[config.mk]
export PLATFORM = sky130hd
export DESIGN_NAME = slc_ctrl
export DESIGN_NICKNAME = d
export VERILOG_FILES = /design/src/hw/rtl/slc_pkg.sv /design/src/hw/rtl/slc_ctrl.sv
export SDC_FILE = /design/constraint.sdc
export NUM_CORES = 1
export LEC_CHECK = 0
export BUFFER_PORTS_ARGS = -buffer_cell sky130_fd_sc_hd__buf_4
export CAP_MARGIN = 5
export CORE_MARGIN = 1
export CORE_UTILIZATION = 27
export CTS_CLUSTER_DIAMETER = 80
export CTS_CLUSTER_SIZE = 30
export DETAILED_ROUTE_END_ITERATION = 16
export PLACE_DENSITY = 0.56
export SYNTH_ARGS = -nofsm -noshare
export SYNTH_HDL_FRONTEND = slang
export SYNTH_SLANG_ARGS = --single-unit
[constraint.sdc]
create_clock -name clk -period 2.4 [get_ports clk]
set_input_delay 0.24 -clock clk [delete_from_list [all_inputs] [get_ports clk]]
set_output_delay 0.24 -clock clk [all_outputs]
set_load 0.005 [all_outputs]
[src/hw/rtl/slc_pkg.sv]
// Shared types, constants and helpers of the cache tag model.
`default_nettype none
package slc_pkg;

  localparam int LINE_COUNT = 512;
  localparam int LINE_BYTES = 32;
  localparam int IDX_W      = 9;
  localparam int OFF_W      = 5;
  localparam int TAG_W      = 32 - OFF_W;
  localparam int RANK_W     = 9;
  localparam int PADDR_W    = 4;
  localparam int ENTRY_W    = 1 + TAG_W + RANK_W;

  localparam logic [3:0]        LOG_LINES = 4'd9;
  localparam logic [RANK_W-1:0] RANK_MAX  = 9'h1FF;

  localparam logic [1:0] REG_WAYS_LOG2      = 2'd0;
  localparam logic [1:0] REG_WRITE_ALLOCATE = 2'd1;
  localparam logic [1:0] REG_PREFETCH_MODE  = 2'd2;

  localparam logic [1:0] PF_NONE = 2'd0;
  localparam logic [1:0] PF_MISS = 2'd1;

  typedef struct packed {
    logic        action;
    logic [31:0] address;
  } req_t;

  typedef struct packed {
    logic        hit;
    logic [31:0] hit_count;
  } rsp_t;

  typedef struct packed {
    logic              valid;
    logic [TAG_W-1:0]  tag;
    logic [RANK_W-1:0] rank;
  } entry_t;

  typedef struct packed {
    logic [3:0] ways_log2;
    logic       write_allocate;
    logic [1:0] prefetch_mode;
  } cfg_t;

  typedef struct packed {
    logic clear;
    logic load;
    logic scan_issue;
    logic upd_issue;
    logic decide;
    logic demand_done;
    logic start_pf;
    logic emit;
  } cmd_t;

  typedef struct packed {
    logic clear_last;
    logic issue_last;
    logic need_upd;
    logic need_pf;
    logic is_pf;
    logic out_free;
  } sts_t;

  // Line index of a way within the set that the address selects.
  function automatic logic [IDX_W-1:0] line_index(logic [31:0] a, logic [3:0] wl,
                                                  logic [IDX_W-1:0] way);
    logic [IDX_W-1:0] set;
    set = a[OFF_W +: IDX_W] & (RANK_MAX >> wl);
    return (set << wl) | way;
  endfunction

endpackage
`default_nettype wire

[src/hw/rtl/slc_ctrl.sv]
// Sequencer of the cache lookup: clearing sweep, scan, update and prefetch.
`default_nettype none
module slc_ctrl (
  input  wire logic          clk,
  input  wire logic          rst,
  input  wire logic          req_valid,
  output      logic          req_stall,
  input  wire slc_pkg::sts_t sts,
  output      slc_pkg::cmd_t cmd
);

  localparam logic [3:0] S_CLEAR  = 4'd0;
  localparam logic [3:0] S_IDLE   = 4'd1;
  localparam logic [3:0] S_SCAN   = 4'd2;
  localparam logic [3:0] S_STAIL  = 4'd3;
  localparam logic [3:0] S_DECIDE = 4'd4;
  localparam logic [3:0] S_UPD    = 4'd5;
  localparam logic [3:0] S_UTAIL  = 4'd6;
  localparam logic [3:0] S_POST   = 4'd7;
  localparam logic [3:0] S_DONE   = 4'd8;

  logic [3:0] state;
  logic [3:0] state_next;

  assign req_stall = (state != S_IDLE);

  always_comb begin
    cmd        = '0;
    state_next = state;
    unique case (state)
      S_CLEAR: begin
        cmd.clear = 1'b1;
        if (sts.clear_last) state_next = S_IDLE;
      end
      S_IDLE: begin
        if (req_valid) begin
          cmd.load   = 1'b1;
          state_next = S_SCAN;
        end
      end
      S_SCAN: begin
        cmd.scan_issue = 1'b1;
        if (sts.issue_last) state_next = S_STAIL;
      end
      S_STAIL: state_next = S_DECIDE;
      S_DECIDE: begin
        cmd.decide = 1'b1;
        state_next = sts.need_upd ? S_UPD : S_POST;
      end
      S_UPD: begin
        cmd.upd_issue = 1'b1;
        if (sts.issue_last) state_next = S_UTAIL;
      end
      S_UTAIL: state_next = S_POST;
      S_POST: begin
        if (sts.is_pf) begin
          state_next = S_DONE;
        end else begin
          cmd.demand_done = 1'b1;
          if (sts.need_pf) begin
            cmd.start_pf = 1'b1;
            state_next   = S_SCAN;
          end else begin
            state_next = S_DONE;
          end
        end
      end
      S_DONE: begin
        if (sts.out_free) begin
          cmd.emit   = 1'b1;
          state_next = S_IDLE;
        end
      end
      default: state_next = S_CLEAR;
    endcase
  end

  always_ff @(posedge clk) begin
    if (rst) begin
      state <= S_CLEAR;
    end else begin
      state <= state_next;
    end
  end

endmodule
`default_nettype wire

After elaboration in Yosys (flattened, before gate mapping)
Cells that the tools add are included.
- eq/ne operators: 14
- reductions and logical operators: 2
- multiplexer cells: 20
- operators with widths (cell ; number):
    4-bit case mux with 9 select lines ; 1
    4-bit two-way mux ; 7
    4-bit by 3-bit equality test with 1-bit output (second input constant) ; 4
    2-bit != test (second input constant) ; 5
    1-bit two-way mux ; 9
    4-bit by 2-bit equality test with 1-bit output (second input constant) ; 2
    2-bit two-way mux ; 3
    5-bit AND reduction ; 1
    4-bit by 1-bit equality test with 1-bit output (second input constant) ; 1
    4-bit equality test (second input constant) ; 1
    4-bit logical NOT ; 1
    4-bit by 1-bit != test with 1-bit output (second input constant) ; 1
- register bits: 4

Longest topological paths before layout
- word-level depth: 3
- mapped depth: 5

Worst setup path after synthesis
Ideal clock, no wire load.
- kind: register to register
- start point: reg state[0]
- end point: reg state[0]
- data arrival time: 1.224 ns
- slack: 1.105 ns
- clock period less this slack: 1.295 ns
- cell stages (with the launch flop): 6
- data required time: 2.328 ns
- cells stage by stage: dfxtp_1 > buf_2 > nor2b_1 > o2bb2ai_1 > a221oi_2 > mux2i_1
- cells in the longest elaborated chain, start to end: 3
- elaborated cells on any way between the ends: 16
- classes of those cells: 13 x eq/ne; 1 x mux; 2 x reduce/logical
- ends and longest elaborated chain (what ; line ; source):
    start: declaration ; slc_ctrl.sv:22 ; logic [3:0] state;
    start signal: assignment ; slc_ctrl.sv:82 ; state <= state_next;
    4-bit by 2-bit equality test with 1-bit output (tied with other cells) ; slc_ctrl.sv:30 ; unique case (state)
    2-bit != test (no source line) ; -- ;
    5-bit AND reduction (no source line) ; -- ;
Several ways; a longest one is shown, not always the timed one.
A chain may end at the register's enable or synchronous reset.

==> flow_metrics.py <==
metrics = {
    "grt": {
        "grt_max_degree": 13,
        "antenna_found_initial": 0,
        "grt_pass1_wl_um": 1210,
        "grt.busiest_layer": "met1",
        "grt_util_met1_pct": 17.3,
        "grt.total_usage_pct": 11.6,
        "met2_usage_pct": 15.0,
        "grt_overflow": 0,
        "use_met3_pct": 3.47,
        "grt_pass1_vias": 292,
    },
    "sta": {
        "setup_violations": 0,
        "period_share_pct": 73.4,
        "worst_pin_slew_ps": 419,
        "period_needed_ps": 1760,
        "timing.slew.headroom_pct": 72.0,
        "rsz0062_at_grt": "false",
        "hold_viol": 0,
        "clock_skew_ps": 6.85,
        "drv_slew": 0,
        "fin_tns_setup_ps": 0,
        "fmax_mhz": 568,
    },
    "worst_setup_path": {
        "crit_slowest_cell": "dfxtp_1",
        "rr_startpoint": "state[3]",
        "crit_chain": "nand2b_1 -> or2_2 -> nor2_1 -> buf_4",
        "cp_max_fo": 12,
        "worstPathArrival_ps": 1520,
        "crit_cells": 4,
        "startpoint": "state[2]",
        "worst-setup-path-type": "flip-flop to primary output",
        "critPathLaunchType": "flip-flop",
        "crit_path_end_kind": "primary output",
        "critPathBufInv": 1,
        "timing.rr.end": "state[0]",
        "critPathRequiredTime_ps": 2160,
        "cpLargestDelayFamily": "simple AND/OR/NAND/NOR gates",
        "regToRegSetupSlack_ps": 940,
        "rr_worst_depth": 4,
        "crit_path_max_incr_delay_ps": 560,
        "endpoint": "cmd[1]",
    },
    "die": {
        "die-height_um": 38.6,
        "die_x_um": 38.6,
        "coreArea_um2": 1170,
        "io_pins": 18,
        "start_util_pct": 30.9,
        "dieArea_um2": 1490,
        "core.rowCount": 12,
    },
    "cells_and_area": {
        "nNetsFinal": 76,
        "largest_register": "state",
        "drive_gt1_share_pct": 36.9,
        "n_antenna_cell": 0,
        "fillers": 136,
        "area_growth_pct": 39.1,
        "design_area_um2": 503,
        "largest_reg_flops": 4,
        "largestRegisters": "state (4)",
    },
    "placement": {
        "dpl_cell_area_um2": 480,
        "hpwl_um": 597,
        "io_buffers": 17,
        "globalplace.congestion": 0.733,
    },
    "yosys": {
        "synth.area.top_cells": "dfxtp_1 (22%), mux2i_1 (8.3%), nor2_1 (8.3%)",
        "ys_ff_latch": 4,
        "synth.top_cell.area_share_pct": 22.1,
        "yosys_warnings": 0,
        "avgSynthCellArea_um2": 7.38,
        "ys_types": 24,
        "yosysSeqAreaShare_pct": 22.1,
        "synthesis.area_um2": 362,
        "synth_top_area_cell": "dfxtp_1",
        "synth_fp_nets": 58,
        "syn-instance-count": 49,
    },
    "clocking": {
        "numCtsBuffers": 3,
        "path_clk_slew_ps": 30,
        "cts_tree": "yes",
        "clock_latency_ps": 240,
        "cts_hold_buf": 0,
        "cts_htree_levels": 1,
        "clock_sinks": 4,
        "cts_root_buffer": "clkbuf_4",
        "cts_buffer_depth": 2,
        "cts_post_setup_buffers_inserted": 0,
        "cts_resized": 0,
    },
    "power": {
        "p_seq_share_pct": 33.5,
        "clockPowerShare_pct": 22.2,
        "switching_power_mw": 0.134,
        "vdd_ir_drop_max_mv": 0.213,
        "p_int_mw": 0.239,
        "p_comb_share_pct": 44.3,
        "power.density_nw_per_um2": 742,
        "power.leakage_nw": 0.228,
        "p_sw_share_pct": 35.9,
    },
    "route": {
        "viasPerCell": 4.94,
        "vias": 390,
        "ant_nets": 0,
        "routed_wl_um": 818,
        "dr.pass1.iters": 3,
        "drc": 0,
        "initialDrtViolationCount": 7,
        "wl_per_cell_um": 10.4,
    },
    "status": {
        "outcome": "finished clean",
    },
    "run": {
        "maxCapViolCount": 0,
    },
    "hold_path": {
        "hold_class": "input port to flip-flop",
    },
}
## Yosys cell counts (all sizes together)
cell     instances
nand2b           4
nor4             1
nor3             3
nand2            4
nor2             9
or2              1
mux2i            3
nor4b            1
a221oi           1
a211oi           1
a21oi            1
or4              1
or4b             1
o21ai            1
xor2             1
dfxtp            4
and3             1
o2bb2ai          1
inv              3
a31oi            1
buf              4
nor2b            2
## how the worst min path moves through the flow
| stage | startpoint | to | depth (start not counted) |
|---|---|---|---|
| floorplan | rst | state[3] | 1 |
| global placement | rst | state[3] | 2 |
| detailed placement | rst | state[3] | 2 |
| CTS | rst | state[3] | 2 |
| global route | rst | state[3] | 2 |
| finish | rst | state[3] | 2 |
## power groups by stage
stage | sequential [mW] | clock (mW) | combinational [mW]
floorplan | 0.0876 | 0 | 0.140
global placement | 0.123 | 0 | 0.169
detailed placement | 0.124 | 0 | 0.168
CTS | 0.123 | 0.0863 | 0.169
global route | 0.128 | 0.0893 | 0.186
finish | 0.125 | 0.0828 | 0.165
## kinds of logic (layout without fill, tap and decap cells)
logic type / Yosys count / count (layout) / share of synthesized area (%)
multiplexers: 3 / 3 / 8.30
AO/OA/AOI/OAI: 6 / 6 / 13.1
flip-flops: 4 / 4 / 22.1
AND/OR/NAND/NOR: 28 / 28 / 43.6
XOR/XNOR: 1 / 1 / 2.42
buffers and inverters: 7 / 23 / 10.4
## metrics by stage
step | worst slack (ps) | util [%] | power, mW | hold WS (ps) | instances
4_1_cts | 645 | 42.9 | 0.378 | 203 | 79
5_1_grt | 581 | 42.9 | 0.403 | 216 | 79
3_3_place_gp | 892 | 41.0 | 0.292 | 445 | 76
3_5_place_dp | 903 | 41.0 | 0.292 | 447 | 76
6_report | 640 | 42.9 | 0.373 | 209 | 79
2_1_floorplan | 1100 | - | 0.228 | 312 | 49
## placed cells by master (no fill, tap or decap), drive strengths merged
| master | count |
|---|---|
| a211oi | 1 |
| a21oi | 1 |
| a221oi | 1 |
| a31oi | 1 |
| and3 | 1 |
| buf | 17 |
| clkbuf | 3 |
| dfxtp | 4 |
| inv | 3 |
| mux2i | 3 |
| nand2 | 4 |
| nand2b | 4 |
| nor2 | 9 |
| nor2b | 2 |
| nor3 | 3 |
| nor4 | 1 |
| nor4b | 1 |
| o21ai | 1 |
| o2bb2ai | 1 |
| or2 | 1 |
| or4 | 1 |
| or4b | 1 |
| xor2 | 1 |
## metal layers
layer  vias up  share of wire, %  wire length [um]
met5         -                 0                 0
met4         0                 0                 0
met3         0               6.8                56
met2        17                42               342
met1       168                51               419
li1        205                 -                 -
## final cells by class
type                    instances  area (um^2)  share of cell area (%)
flip-flops and latches          4         80.1                    15.9
repair buffers                 17          128                    25.4
inverters                       3         11.3                    2.24
clock buffers                   3         22.5                    4.48
well taps                      14         17.5                    3.48
multi-input cells              38          244                    48.5
Power figures use the tool's default switching activity.
